$ cat config.mk
export PLATFORM = sky130hd
export DESIGN_NAME = base64_stream_encoder_flat
export DESIGN_NICKNAME = d
export VERILOG_FILES = /design/src/design/b64enc_pkg.sv /design/src/design/b64enc_ifs.sv /design/src/design/b64enc_front.sv /design/src/design/b64enc_queue.sv /design/src/design/b64enc_back.sv /design/src/design/base64_stream_encoder.sv /design/src/flat_wrapper.sv
export SDC_FILE = /design/constraint.sdc
export NUM_CORES = 1
export LEC_CHECK = 0
export ABC_CLOCK_PERIOD_IN_PS = 3900
export BUFFER_PORTS_ARGS = -buffer_cell sky130_fd_sc_hd__buf_2
export CORE_UTILIZATION = 54
export CTS_CLUSTER_DIAMETER = 200
export CTS_CLUSTER_SIZE = 10
export DETAILED_ROUTE_END_ITERATION = 12
export PLACE_DENSITY = 0.73
export SYNTH_ARGS = -nofsm -noshare
export SYNTH_HDL_FRONTEND = slang
export SYNTH_HIERARCHICAL = 1
export SYNTH_SLANG_ARGS = --single-unit
$ cat constraint.sdc
create_clock -name clk -period 3.9 [get_ports clk]
set_input_delay 0.39 -clock clk [delete_from_list [all_inputs] [get_ports clk]]
set_output_delay 0.39 -clock clk [all_outputs]
set_load 0.01 [all_outputs]
$ cat src/design/b64enc_pkg.sv
// Shared types, constants and the alphabet lookup for the base64 stream encoder.
// No dependencies; the front, queue, back and top files use it by scoped names.
package b64enc_pkg;

	localparam logic [7:0] PAD_CHAR     = 8'h3D;
	localparam logic [7:0] NEWLINE_CHAR = 8'h0A;

	localparam logic [7:0] ALPHABET [64] = '{
		"A", "B", "C", "D", "E", "F", "G", "H", "I", "J", "K", "L", "M", "N", "O", "P",
		"Q", "R", "S", "T", "U", "V", "W", "X", "Y", "Z", "a", "b", "c", "d", "e", "f",
		"g", "h", "i", "j", "k", "l", "m", "n", "o", "p", "q", "r", "s", "t", "u", "v",
		"w", "x", "y", "z", "0", "1", "2", "3", "4", "5", "6", "7", "8", "9", "+", "/"
	};

	// One queued job: an optional group of four characters, then an optional newline.
	typedef struct packed {
		logic            has_quad;
		logic            has_nl;
		logic [3:0][7:0] quad;
	} job_t;

	function automatic logic [7:0] b64_char(input logic [5:0] v);
		return ALPHABET[v];
	endfunction

endpackage

$ cat src/design/b64enc_ifs.sv
// Handshake channel interfaces: input byte items, output characters, configuration writes.
// No dependencies.
interface b64enc_item_if;
	logic       valid;
	logic       ready;
	logic [7:0] data_byte;
	logic       has_byte;
	logic       end_of_message;

	modport source (output valid, data_byte, has_byte, end_of_message, input ready);
	modport sink (input valid, data_byte, has_byte, end_of_message, output ready);
endinterface

interface b64enc_char_if;
	logic       valid;
	logic       ready;
	logic [7:0] out_char;
	logic       last_of_run;

	modport source (output valid, out_char, last_of_run, input ready);
	modport sink (input valid, out_char, last_of_run, output ready);
endinterface

interface b64enc_cfg_if;
	logic valid;
	logic ready;
	logic line_wrap;

	modport source (output valid, line_wrap, input ready);
	modport sink (input valid, line_wrap, output ready);
endinterface

$ cat src/design/b64enc_front.sv
// Front end: accepts byte items, holds partial groups, counts groups per line, builds jobs.
// Depends on b64enc_pkg and the channel interfaces in b64enc_ifs.sv.
module b64enc_front #(
	parameter int LINE_CHARS = 76
) (
	input  logic                clk,
	input  logic                arst_n,
	b64enc_item_if.sink         item,
	b64enc_cfg_if.sink          cfg,
	input  logic                q_full,
	output logic                push,
	output b64enc_pkg::job_t    job
);

	localparam int LINE_GROUPS = (LINE_CHARS + 3) / 4;
	localparam int GW          = $clog2(LINE_GROUPS + 1);

	logic          line_wrap_q;
	logic [7:0]    held0_q, held1_q;
	logic [1:0]    held_cnt_q;
	logic [GW-1:0] groups_q;

	logic [7:0]    held0_n, held1_n;
	logic [1:0]    held_cnt_n;
	logic [GW-1:0] groups_n;
	logic [GW-1:0] groups_inc;
	logic [7:0]    flush_c2;
	logic          fire;

	assign cfg.ready  = 1'b1;
	assign item.ready = !q_full;
	assign fire       = item.valid && item.ready;
	assign groups_inc = groups_q + 1'b1;

	always_comb begin
		held0_n    = held0_q;
		held1_n    = held1_q;
		held_cnt_n = held_cnt_q;
		groups_n   = groups_q;
		flush_c2   = 8'h00;
		job        = '0;
		if (item.has_byte && held_cnt_q == 2'd2) begin
			job.has_quad = 1'b1;
			job.quad[0]  = b64enc_pkg::b64_char(held0_q[7:2]);
			job.quad[1]  = b64enc_pkg::b64_char({held0_q[1:0], held1_q[7:4]});
			job.quad[2]  = b64enc_pkg::b64_char({held1_q[3:0], item.data_byte[7:6]});
			job.quad[3]  = b64enc_pkg::b64_char(item.data_byte[5:0]);
			held_cnt_n   = 2'd0;
			if (line_wrap_q) begin
				if (groups_inc >= GW'(LINE_GROUPS)) begin
					job.has_nl = 1'b1;
					groups_n   = '0;
				end else begin
					groups_n = groups_inc;
				end
			end
		end else if (item.has_byte) begin
			if (held_cnt_q[0]) begin
				held1_n = item.data_byte;
			end else begin
				held0_n = item.data_byte;
			end
			held_cnt_n = held_cnt_q + 2'd1;
		end
		if (item.end_of_message) begin
			flush_c2 = (held_cnt_n == 2'd2) ? held1_n : 8'h00;
			if (held_cnt_n != 2'd0) begin
				job.has_quad = 1'b1;
				job.quad[0]  = b64enc_pkg::b64_char(held0_n[7:2]);
				job.quad[1]  = b64enc_pkg::b64_char({held0_n[1:0], flush_c2[7:4]});
				job.quad[2]  = (held_cnt_n == 2'd2) ?
					b64enc_pkg::b64_char({flush_c2[3:0], 2'b00}) : b64enc_pkg::PAD_CHAR;
				job.quad[3]  = b64enc_pkg::PAD_CHAR;
			end
			if (line_wrap_q && (groups_n != '0 || held_cnt_n != 2'd0)) begin
				job.has_nl = 1'b1;
			end
			held0_n    = 8'h00;
			held1_n    = 8'h00;
			held_cnt_n = 2'd0;
			groups_n   = '0;
		end
	end

	assign push = fire && (job.has_quad || job.has_nl);

	always_ff @(posedge clk or negedge arst_n) begin
		if (!arst_n) begin
			line_wrap_q <= 1'b1;
		end else if (cfg.valid && cfg.ready) begin
			line_wrap_q <= cfg.line_wrap;
		end
	end

	always_ff @(posedge clk or negedge arst_n) begin
		if (!arst_n) begin
			held0_q    <= 8'h00;
			held1_q    <= 8'h00;
			held_cnt_q <= 2'd0;
			groups_q   <= '0;
		end else if (fire) begin
			held0_q    <= held0_n;
			held1_q    <= held1_n;
			held_cnt_q <= held_cnt_n;
			groups_q   <= groups_n;
		end
	end

endmodule

$ cat src/design/b64enc_queue.sv
// Short job queue between front and back ends, so that each side stalls on its own.
// Depends on b64enc_pkg for the job type.
module b64enc_queue #(
	parameter int DEPTH = 4
) (
	input  logic             clk,
	input  logic             arst_n,
	input  logic             push,
	input  b64enc_pkg::job_t push_job,
	output logic             full,
	input  logic             pop,
	output logic             empty,
	output b64enc_pkg::job_t head
);

	localparam int PW = $clog2(DEPTH);
	localparam int CW = $clog2(DEPTH + 1);

	b64enc_pkg::job_t mem_q [DEPTH];
	logic [PW-1:0]    wr_ptr_q, rd_ptr_q;
	logic [CW-1:0]    count_q;

	assign full  = (count_q == CW'(DEPTH));
	assign empty = (count_q == '0);
	assign head  = mem_q[rd_ptr_q];

	always_ff @(posedge clk) begin
		if (push) begin
			mem_q[wr_ptr_q] <= push_job;
		end
	end

	always_ff @(posedge clk or negedge arst_n) begin
		if (!arst_n) begin
			wr_ptr_q <= '0;
			rd_ptr_q <= '0;
			count_q  <= '0;
		end else begin
			if (push) begin
				wr_ptr_q <= (wr_ptr_q == PW'(DEPTH - 1)) ? '0 : wr_ptr_q + 1'b1;
			end
			if (pop) begin
				rd_ptr_q <= (rd_ptr_q == PW'(DEPTH - 1)) ? '0 : rd_ptr_q + 1'b1;
			end
			unique case ({push, pop})
				2'b10:   count_q <= count_q + 1'b1;
				2'b01:   count_q <= count_q - 1'b1;
				default: count_q <= count_q;
			endcase
		end
	end

endmodule

$ cat src/design/b64enc_back.sv
// Back end: walks jobs one character a cycle, unless stalled, into the registered output channel.
// Depends on b64enc_pkg and the character channel interface in b64enc_ifs.sv.
module b64enc_back (
	input  logic             clk,
	input  logic             arst_n,
	input  logic             empty,
	input  b64enc_pkg::job_t head,
	output logic             pop,
	b64enc_char_if.source    chars
);

	localparam logic [2:0] NL_SLOT = 3'd4;

	logic            cur_valid_q;
	logic            cur_nl_q;
	logic [3:0][7:0] cur_quad_q;
	logic [2:0]      cur_idx_q;
	logic            out_valid_q;
	logic [7:0]      out_char_q;
	logic            out_last_q;

	logic            out_load;
	logic            emit;
	logic            emit_last;
	logic [7:0]      emit_char;

	assign out_load  = !out_valid_q || chars.ready;
	assign emit      = cur_valid_q && out_load;
	assign emit_last = (cur_idx_q == NL_SLOT) || (cur_idx_q == 3'd3 && !cur_nl_q);
	assign emit_char = (cur_idx_q == NL_SLOT) ?
		b64enc_pkg::NEWLINE_CHAR : cur_quad_q[cur_idx_q[1:0]];
	assign pop       = !empty && (!cur_valid_q || (emit && emit_last));

	assign chars.valid       = out_valid_q;
	assign chars.out_char    = out_char_q;
	assign chars.last_of_run = out_last_q;

	always_ff @(posedge clk or negedge arst_n) begin
		if (!arst_n) begin
			cur_valid_q <= 1'b0;
			cur_nl_q    <= 1'b0;
			cur_quad_q  <= '0;
			cur_idx_q   <= 3'd0;
		end else if (pop) begin
			cur_valid_q <= 1'b1;
			cur_nl_q    <= head.has_nl;
			cur_quad_q  <= head.quad;
			cur_idx_q   <= head.has_quad ? 3'd0 : NL_SLOT;
		end else if (emit) begin
			if (emit_last) begin
				cur_valid_q <= 1'b0;
			end else begin
				cur_idx_q <= cur_idx_q + 3'd1;
			end
		end
	end

	always_ff @(posedge clk or negedge arst_n) begin
		if (!arst_n) begin
			out_valid_q <= 1'b0;
		end else if (out_load) begin
			out_valid_q <= emit;
		end
	end

	always_ff @(posedge clk) begin
		if (emit) begin
			out_char_q <= emit_char;
			out_last_q <= emit_last;
		end
	end

endmodule

$ cat src/design/base64_stream_encoder.sv
// Streaming base64 encoder with optional line wrapping; top level joining front, queue, back.
// Path: each item's job passes through the queue, the current-job register and the output register.
// Throughput: one byte item per cycle into a QUEUE_DEPTH-entry job queue unless full; one character
// per cycle out unless stalled; 0 to 5 characters per item, about 1.33 per byte on average.
// Reset (arst_n low): clears held bytes, line count, queue and output; line_wrap returns to 1.
// Depends on b64enc_pkg, b64enc_ifs.sv, b64enc_front, b64enc_queue and b64enc_back.
module base64_stream_encoder #(
	parameter int LINE_CHARS  = 76,
	parameter int QUEUE_DEPTH = 4
) (
	input  logic          clk,
	input  logic          arst_n,
	b64enc_item_if.sink   item,
	b64enc_char_if.source chars,
	b64enc_cfg_if.sink    cfg
);

	logic             q_full;
	logic             q_empty;
	logic             q_push;
	logic             q_pop;
	b64enc_pkg::job_t q_push_job;
	b64enc_pkg::job_t q_head;

	b64enc_front #(
		.LINE_CHARS(LINE_CHARS)
	) u_front (
		.clk    (clk),
		.arst_n (arst_n),
		.item   (item),
		.cfg    (cfg),
		.q_full (q_full),
		.push   (q_push),
		.job    (q_push_job)
	);

	b64enc_queue #(
		.DEPTH(QUEUE_DEPTH)
	) u_queue (
		.clk      (clk),
		.arst_n   (arst_n),
		.push     (q_push),
		.push_job (q_push_job),
		.full     (q_full),
		.pop      (q_pop),
		.empty    (q_empty),
		.head     (q_head)
	);

	b64enc_back u_back (
		.clk    (clk),
		.arst_n (arst_n),
		.empty  (q_empty),
		.head   (q_head),
		.pop    (q_pop),
		.chars  (chars)
	);

endmodule

$ cat src/flat_wrapper.sv
// flat-port wrapper written by rule: the top's interface ports become plain ports
module base64_stream_encoder_flat 
#(
	parameter int LINE_CHARS  = 76,
	parameter int QUEUE_DEPTH = 4
)
  (clk, arst_n, item_valid, item_data_byte, item_has_byte, item_end_of_message, item_ready, chars_valid, chars_out_char, chars_last_of_run, chars_ready, cfg_valid, cfg_line_wrap, cfg_ready);
  b64enc_item_if item_i ();
  b64enc_char_if chars_i ();
  b64enc_cfg_if cfg_i ();
  input  logic clk;
  input  logic arst_n;
  input wire logic [$bits(item_i.valid)-1:0] item_valid;
  input wire logic [$bits(item_i.data_byte)-1:0] item_data_byte;
  input wire logic [$bits(item_i.has_byte)-1:0] item_has_byte;
  input wire logic [$bits(item_i.end_of_message)-1:0] item_end_of_message;
  output wire logic [$bits(item_i.ready)-1:0] item_ready;
  output wire logic [$bits(chars_i.valid)-1:0] chars_valid;
  output wire logic [$bits(chars_i.out_char)-1:0] chars_out_char;
  output wire logic [$bits(chars_i.last_of_run)-1:0] chars_last_of_run;
  input wire logic [$bits(chars_i.ready)-1:0] chars_ready;
  input wire logic [$bits(cfg_i.valid)-1:0] cfg_valid;
  input wire logic [$bits(cfg_i.line_wrap)-1:0] cfg_line_wrap;
  output wire logic [$bits(cfg_i.ready)-1:0] cfg_ready;
  assign item_i.valid = item_valid;
  assign item_i.data_byte = item_data_byte;
  assign item_i.has_byte = item_has_byte;
  assign item_i.end_of_message = item_end_of_message;
  assign item_ready = item_i.ready;
  assign chars_valid = chars_i.valid;
  assign chars_out_char = chars_i.out_char;
  assign chars_last_of_run = chars_i.last_of_run;
  assign chars_i.ready = chars_ready;
  assign cfg_i.valid = cfg_valid;
  assign cfg_i.line_wrap = cfg_line_wrap;
  assign cfg_ready = cfg_i.ready;
  base64_stream_encoder #(.LINE_CHARS(LINE_CHARS), .QUEUE_DEPTH(QUEUE_DEPTH)) u_core (.clk(clk), .arst_n(arst_n), .item(item_i), .chars(chars_i), .cfg(cfg_i));
endmodule
==> metrics.md, run 1 <==
| Metric | Value |
|---|---|
| I/O pin count | 28 |
| Hold/Removal Path Class | primary input to async pin |
| Hold_ws | 0.0122 ns |
| EDFF count, synth | 145 |
| Synth top cells by count | edfxtp_1, dfrtp_1, a21oi_1 |
| # resized after CTS | 0 |
| Main combinational cell family by area after synthesis | multiplexers |
| Pwr Density | 697 mW/mm^2 |
| Final instance area | 0.0124 sq mm |
| Post-route ant nets | 0 |
| GP Congestion | 0.915 |
| Max-cap violations | 0 |
| DRC | 0 |
| Vias in the first global route | 7311 |
| Via count | 7567 |
| Data arrival, critical path | 3.99 ns |
| Asr flop ratio synth | 0.322 |
| Total grt overflow | 0 |
| Highest Clock Rate | 282 MHz |
| Critical path type | flop to flop |
| DRT iter0 DRCs | 874 |
| Hold_buf cts | 0 |
| CTS tree | yes |
| Multiplexer area fraction after synthesis | 0.154 |
| Port buffer count | 26 |
| Placed Area | 0.0116 sq mm |
| Post-synthesis sequential area ratio | 0.534 |
| Critical Path RT | 4.35 ns |
| Post-Synth XOR/XNOR Area | 0.00922 |
| Antenna violations before repair | 0 |
| Row cnt | 52 |
| Synth cell types | 77 |
| Maximum root-to-sink buffer count | 3 |
| Status | finished clean |
| Syn avg cell area | 12.4 sq um |
| Synth top area cells | edfxtp_1, dfrtp_1, mux4_2 |
| Clock root buffer | clkbuf_16 |
| Post-CTS Setup Bufs | 0 |
| Final Critical Period | 3.55 ns |
| Clock-pin slew on the worst setup and hold paths | 0.06 ns |
| Crit. End Element | flop |
| Yosys top cell area share | 0.382 |
| RSZ-0062 raised after global routing | no |
| Gate Count Post-Synth | 917 |
| Final worst-path cycle share | 0.910 |
| N_diodes | 0 |
| Synth Area in Simple Gates | 0.0937 |
| Setup TNS Final | 0 ns |
| Worst Skew | 0.0130 ns |
| Largest net degree at the start of global routing | 70 |
| Worst skew pair latency | 0.53 ns |
| Total clock sinks | 214 |
| Final setup fails | 0 |
| Yosys warns | 6 |
| Slew @ Worst Pin | 0.967 ns |
| Biggest area consumer among synthesized cells | edfxtp_1 |
| Adder-cell share of the synthesized area | 0.0391 |
| Die Wd | 147 microns |
| Pre-CTS setup slack | 0.388 ns |
| Worst setup margin | 0.353 ns |
| Wirelength per Cell | 20.7 microns |
| Total die area | 0.0217 sq mm |
| Area Overhead vs Synth | 8.47% |
| Peak ir drop on the vdd network | 0.344 mV |
| Ys flop type | edfxtp_1 |
| Vias/cell | 6.23 |
| Final HPWL DP | 15.7 mm |
| Drt first pass iters | 5 |
| First-pass GRT wire length | 40.6 mm |
| Layout cells sized above 1 | 0.176 |
| Tot Pwr | 8.62 mW |
| Rel. slew slack | 0.355 |
| Starting density of the core | 0.558 |
| Synthesized flop and latch total | 214 |
| Worst-path fanout max | 10 |
| Synthesized area | 0.0114 sq mm |
| Nets | 977 |
| DRT Wirelength | 25.1 mm |
| H-tree levels | 1 |
| Fin. Hold Viols | 0 |
| Core area | 0.0204 sq mm |
| Final Slew Violations | 0 |
| Startpoint Class | flop |
| Chip height | 147 microns |
| Leak | 4.59 nW |
| Total GRT Usage | 0.240 |
| Compound-gate portion of the synthesized area | 0.126 |
| Most frequent cell after synthesis | edfxtp_1 |
| Total CTS buffers | 25 |
worst max-delay path: stages (launching register included):
cell	delay, ns
dfrtp_1	0.54
inv_1	0.08
ha_1	0.29
and2_0	0.24
nor4_1	0.19
a41oi_1	0.07
or4_1	0.57
a31oi_1	0.20
nor2_1	0.14
inv_1	0.11
ha_1	0.18
inv_1	0.06
fa_1	0.37
xor2_1	0.15
nor2_1	0.11
xor2_1	0.16
area by class of cell:
type	count	area [sq um]
clock buffer	43	693
tap	270	338
multi-input combinational	608	4830
sequential	214	6080
inverter	33	124
timing repair buffer	44	268
clock inverter	2	28.8
fill	1597	8070
per-layer routing:
metal | wire length (microns) | track usage | up-vias
met5 | 0 | 0 | -
met4 | 456 | 0.0515 | 0
met3 | 1490 | 0.0320 | 44
met2 | 11900 | 0.391 | 260
met1 | 11200 | 0.345 | 3753
li1 | - | - | 3510
path summary, 6_finish.rpt:
path / start / end / slack (ns) / cells past startpoint
hold reg to reg: u_core/u_back/cur_quad_q[15]$_DFFE_PN0P_ / u_core/u_back/cur_quad_q[15]$_DFFE_PN0P_ / 0.50 / 1
hold / removal: arst_n / u_core/u_back/cur_quad_q[31]$_DFFE_PN0P_ / 0.01 / 1
setup / recovery: u_core/u_front/held_cnt_q[0]$_DFFE_PN0P_ / u_core/u_queue/count_q[2]$_DFFE_PN0P_ / 0.35 / 15
min in group clk: cfg_line_wrap / u_core/u_front/line_wrap_q$_DFFE_PN1P_ / 0.10 / 2
setup reg to reg: u_core/u_front/held_cnt_q[0]$_DFFE_PN0P_ / u_core/u_queue/count_q[2]$_DFFE_PN0P_ / 0.35 / 15
max in group asynchronous: arst_n / u_core/u_queue/rd_ptr_q[0]$_DFFE_PN0P_ / 3.23 / 1
report_power, final:
| part | switching [mW] | total [mW] | internal (mW) |
|---|---|---|---|
| clock network | 0.880 | 2.09 | 1.21 |
| logic | 1.55 | 2.94 | 1.39 |
| registers | 0.490 | 3.59 | 3.10 |
| total | 2.92 | 8.62 | 5.70 |
registers in the layout, indices dropped and copies added (netlist names):
| signal | count |
|---|---|
| u_core/u_queue/mem_q | 136 |
| u_core/u_back/cur_quad_q | 32 |
| u_core/u_back/chars.out_char | 8 |
| u_core/u_front/held0_q | 8 |
| u_core/u_front/held1_q | 8 |
| u_core/u_front/groups_q | 5 |
| u_core/u_back/cur_idx_q | 3 |
| u_core/u_queue/count_q | 3 |
| u_core/u_front/held_cnt_q | 2 |
| u_core/u_queue/rd_ptr_q | 2 |
| u_core/u_queue/wr_ptr_q | 2 |
| u_core/u_back/chars.last_of_run | 1 |
| u_core/u_back/chars.valid | 1 |
| u_core/u_back/cur_nl_q | 1 |
| u_core/u_back/cur_valid_q | 1 |
| u_core/u_front/line_wrap_q | 1 |
through the flow:
stage                     utilization  instances
after detailed placement        0.570       1169
after floorplan                     -        920
after global routing            0.605       1214
after global placement          0.570       1169
final                           0.605       1214
after CTS                       0.605       1214
cells in the final DEF, fill, tap and decap left out, types with 7 or more instances in the layout:
cell	instances
edfxtp_1	145
dfrtp_1	67
a21oi_1	66
nand2_1	65
o21ai_0	57
nor2_1	52
mux4_2	36
mux2_2	36
ha_1	34
inv_1	32
clkbuf_16	25
buf_2	25
mux2i_1	22
buf_4	19
clkbuf_1	18
nor3_1	17
o22ai_1	14
a31oi_1	13
and2_1	12
nand3_1	12
nand2b_1	9
or3_1	9
a211oi_1	9
nor2b_1	8
o211ai_1	8
a22oi_1	8
or2_2	7
xnor2_1	7
kinds of logic (layout without fill, tap and decap cells):
logic type | count (synthesis) | after routing
compound gates | 227 | 227
simple gates | 218 | 218
flops | 214 | 214
mux | 111 | 111
buf+inv | 98 | 122
fa+ha+maj | 35 | 35
xor+xnor | 12 | 12
other cells | 2 | 5
(Power assumes the default switching activity.)
==> run 2, diff against run 1 <==
--- a/config.mk
+++ b/config.mk
@@ -5,13 +5,14 @@
 export SDC_FILE = /design/constraint.sdc
 export NUM_CORES = 1
 export LEC_CHECK = 0
-export ABC_CLOCK_PERIOD_IN_PS = 3900
+export ABC_CLOCK_PERIOD_IN_PS = 4019
 export BUFFER_PORTS_ARGS = -buffer_cell sky130_fd_sc_hd__buf_2
 export CORE_UTILIZATION = 54
 export CTS_CLUSTER_DIAMETER = 200
 export CTS_CLUSTER_SIZE = 10
 export DETAILED_ROUTE_END_ITERATION = 12
 export PLACE_DENSITY = 0.73
+export SKIP_CTS_REPAIR_TIMING = 1
 export SYNTH_ARGS = -nofsm -noshare
 export SYNTH_HDL_FRONTEND = slang
 export SYNTH_HIERARCHICAL = 1
==> constraint.sdc (replaced) <==
create_clock -name clk -period 4.02 [get_ports clk]
set_input_delay 0.402 -clock clk [delete_from_list [all_inputs] [get_ports clk]]
set_output_delay 0.402 -clock clk [all_outputs]
set_load 0.01 [all_outputs]
==> metrics.md, run 2 (synthesis gave the netlist of run 1 again) <==
| Metric | Value |
|---|---|
| Status | finished clean |
| Vias/cell | 6.24 |
| H-tree levels | 1 |
| Slowest stage delay, CP | 0.61 ns |
| Clock-pin slew on the worst setup and hold paths | 0.06 ns |
| Critical path type | flop to flop |
| Largest register FFs | 136 |
| Startpoint Class | flop |
| CTS tree | yes |
| First-pass GRT wire length | 40.7 mm |
| Maximum root-to-sink buffer count | 3 |
| Total grt overflow | 0 |
| Final worst-path cycle share | 0.887 |
| Critical path's most frequent cell | inv_1 |
| Placed Area | 0.0116 sq mm |
| Final instance area | 0.0124 sq mm |
| Hold/Removal Path Class | primary input to async pin |
| Chip height | 147 microns |
| DRT iter0 DRCs | 727 |
| Worst-path fanout max | 10 |
| Critical Path RT | 4.46 ns |
| Post-route ant nets | 0 |
| Drt first pass iters | 5 |
| Worst Skew | 0.0129 ns |
| Vias in the first global route | 7312 |
| Wirelength per Cell | 20.6 microns |
| Peak ir drop on the vdd network | 0.297 mV |
| GP Congestion | 0.897 |
| Die Wd | 147 microns |
| Setup TNS Final | 0 ns |
| Slew @ Worst Pin | 0.974 ns |
| Largest net degree at the start of global routing | 70 |
| N_diodes | 0 |
| Max-cap violations | 0 |
| Final Slew Violations | 0 |
| CP top delay family | simple AND/OR/NAND/NOR gates |
| Via count | 7574 |
| Final Critical Period | 3.57 ns |
| Rel. slew slack | 0.351 |
| Antenna violations before repair | 0 |
| Worst skew pair latency | 0.53 ns |
| Final HPWL DP | 15.9 mm |
| Fin. Hold Viols | 0 |
| Nets | 975 |
| Starting density of the core | 0.558 |
| Leak | 4.58 nW |
| Clock root buffer | clkbuf_16 |
| Area Overhead vs Synth | 8.38% |
| Core area | 0.0204 sq mm |
| Port buffer count | 26 |
| Data arrival, critical path | 4.00 ns |
| Highest Clock Rate | 280 MHz |
| Final setup fails | 0 |
| DRC | 0 |
| Total clock sinks | 214 |
| Largest register by flop count | u_core/u_queue/mem_q |
| Row cnt | 52 |
| Buf/Inv on CP | 3 |
| Layout cells sized above 1 | 0.175 |
| Total GRT Usage | 0.242 |
| Total die area | 0.0217 sq mm |
| Crit. End Element | flop |
| Cells along the critical path | inv_1, ha_1, and2_0, nor4_1, a41oi_1, or4_1, a31oi_1, nor2_1, inv_1, ha_1, inv_1, fa_1, xor2_1, nor2_1, xor2_1 |
| Most frequent cells in the layout | edfxtp_1, dfrtp_1, a21oi_1 |
| Slowest stage cell, crit path | or4_1 |
| Total CTS buffers | 25 |
| Pre-CTS setup slack | 0.500 ns |
| Largest regs | u_core/u_queue/mem_q (136), u_core/u_back/cur_quad_q (32) |
| Worst setup margin | 0.453 ns |
| DRT Wirelength | 25.0 mm |
| I/O pin count | 28 |
| RSZ-0062 raised after global routing | no |
| Most common cell after layout, fill and taps aside | edfxtp_1 |
| Pwr Density | 676 mW/mm^2 |
## run 2: cell types whose count changed in the layout (fill, tap and decap cells not counted), sizes merged
| cell | delta |
|---|---|
| buf | -2 |
| clkbuf | +1 |
## run 2: worst reg2reg max path, delay by kind of cell, from the launching register on
family,cells,cell delay [ns]
AO/OA/AOI/OAI,2,0.26
XOR/XNOR,2,0.33
adder cells (fa/ha/maj),3,0.82
buffers and inverters,3,0.27
flip-flops,1,0.52
AND/OR/NAND/NOR,5,1.27
## run 2: worst paths after layout
path,start,to,slack (ns),cells after the start
min reg2reg,u_core/u_back/cur_quad_q[23]$_DFFE_PN0P_,u_core/u_back/cur_quad_q[23]$_DFFE_PN0P_,0.50,1
min in group clk,cfg_line_wrap,u_core/u_front/line_wrap_q$_DFFE_PN1P_,0.12,2
max in group asynchronous,arst_n,u_core/u_queue/rd_ptr_q[0]$_DFFE_PN0P_,3.31,1
min,arst_n,u_core/u_back/cur_quad_q[7]$_DFFE_PN0P_,0.04,1
max reg2reg,u_core/u_front/held_cnt_q[0]$_DFFE_PN0P_,u_core/u_queue/count_q[2]$_DFFE_PN0P_,0.45,15
max,u_core/u_front/held_cnt_q[0]$_DFFE_PN0P_,u_core/u_queue/count_q[2]$_DFFE_PN0P_,0.45,15
## run 2: layout make-up
cell class / count / area, sq um
Inverter: 33 / 124
Clock buffer: 44 / 697
Multi-Input combinational cell: 608 / 4830
Timing Repair Buffer: 42 / 253
Clock inverter: 2 / 28.8
Sequential cell: 214 / 6080
Tap cell: 270 / 338
Fill cell: 1609 / 8080
## run 2: stage by stage
step | total power, mW | hold slack, ns | util | std cells
after floorplan | 5.66 | 0.106 | - | 920
after global placement | 6.24 | 0.480 | 0.569 | 1167
after detailed placement | 6.34 | 0.491 | 0.569 | 1167
after CTS | 8.40 | 0.0686 | 0.605 | 1213
after global routing | 8.81 | 0.104 | 0.605 | 1213
final | 8.35 | 0.0357 | 0.605 | 1213
## run 2: where the power goes
part	total, mW	internal (mW)	switching [mW]
clock network	2.02	1.17	0.850
logic	2.79	1.34	1.44
registers	3.54	3.01	0.536
total	8.35	5.53	2.83
## run 2: routing by layer
layer | track usage | share of wire | vias up
met3 | 0.0317 | 0.069 | 52
met5 | 0 | 0 | -
met1 | 0.338 | 0.42 | 3725
li1 | - | - | 3505
met2 | 0.399 | 0.49 | 292
met4 | 0.0711 | 0.025 | 0
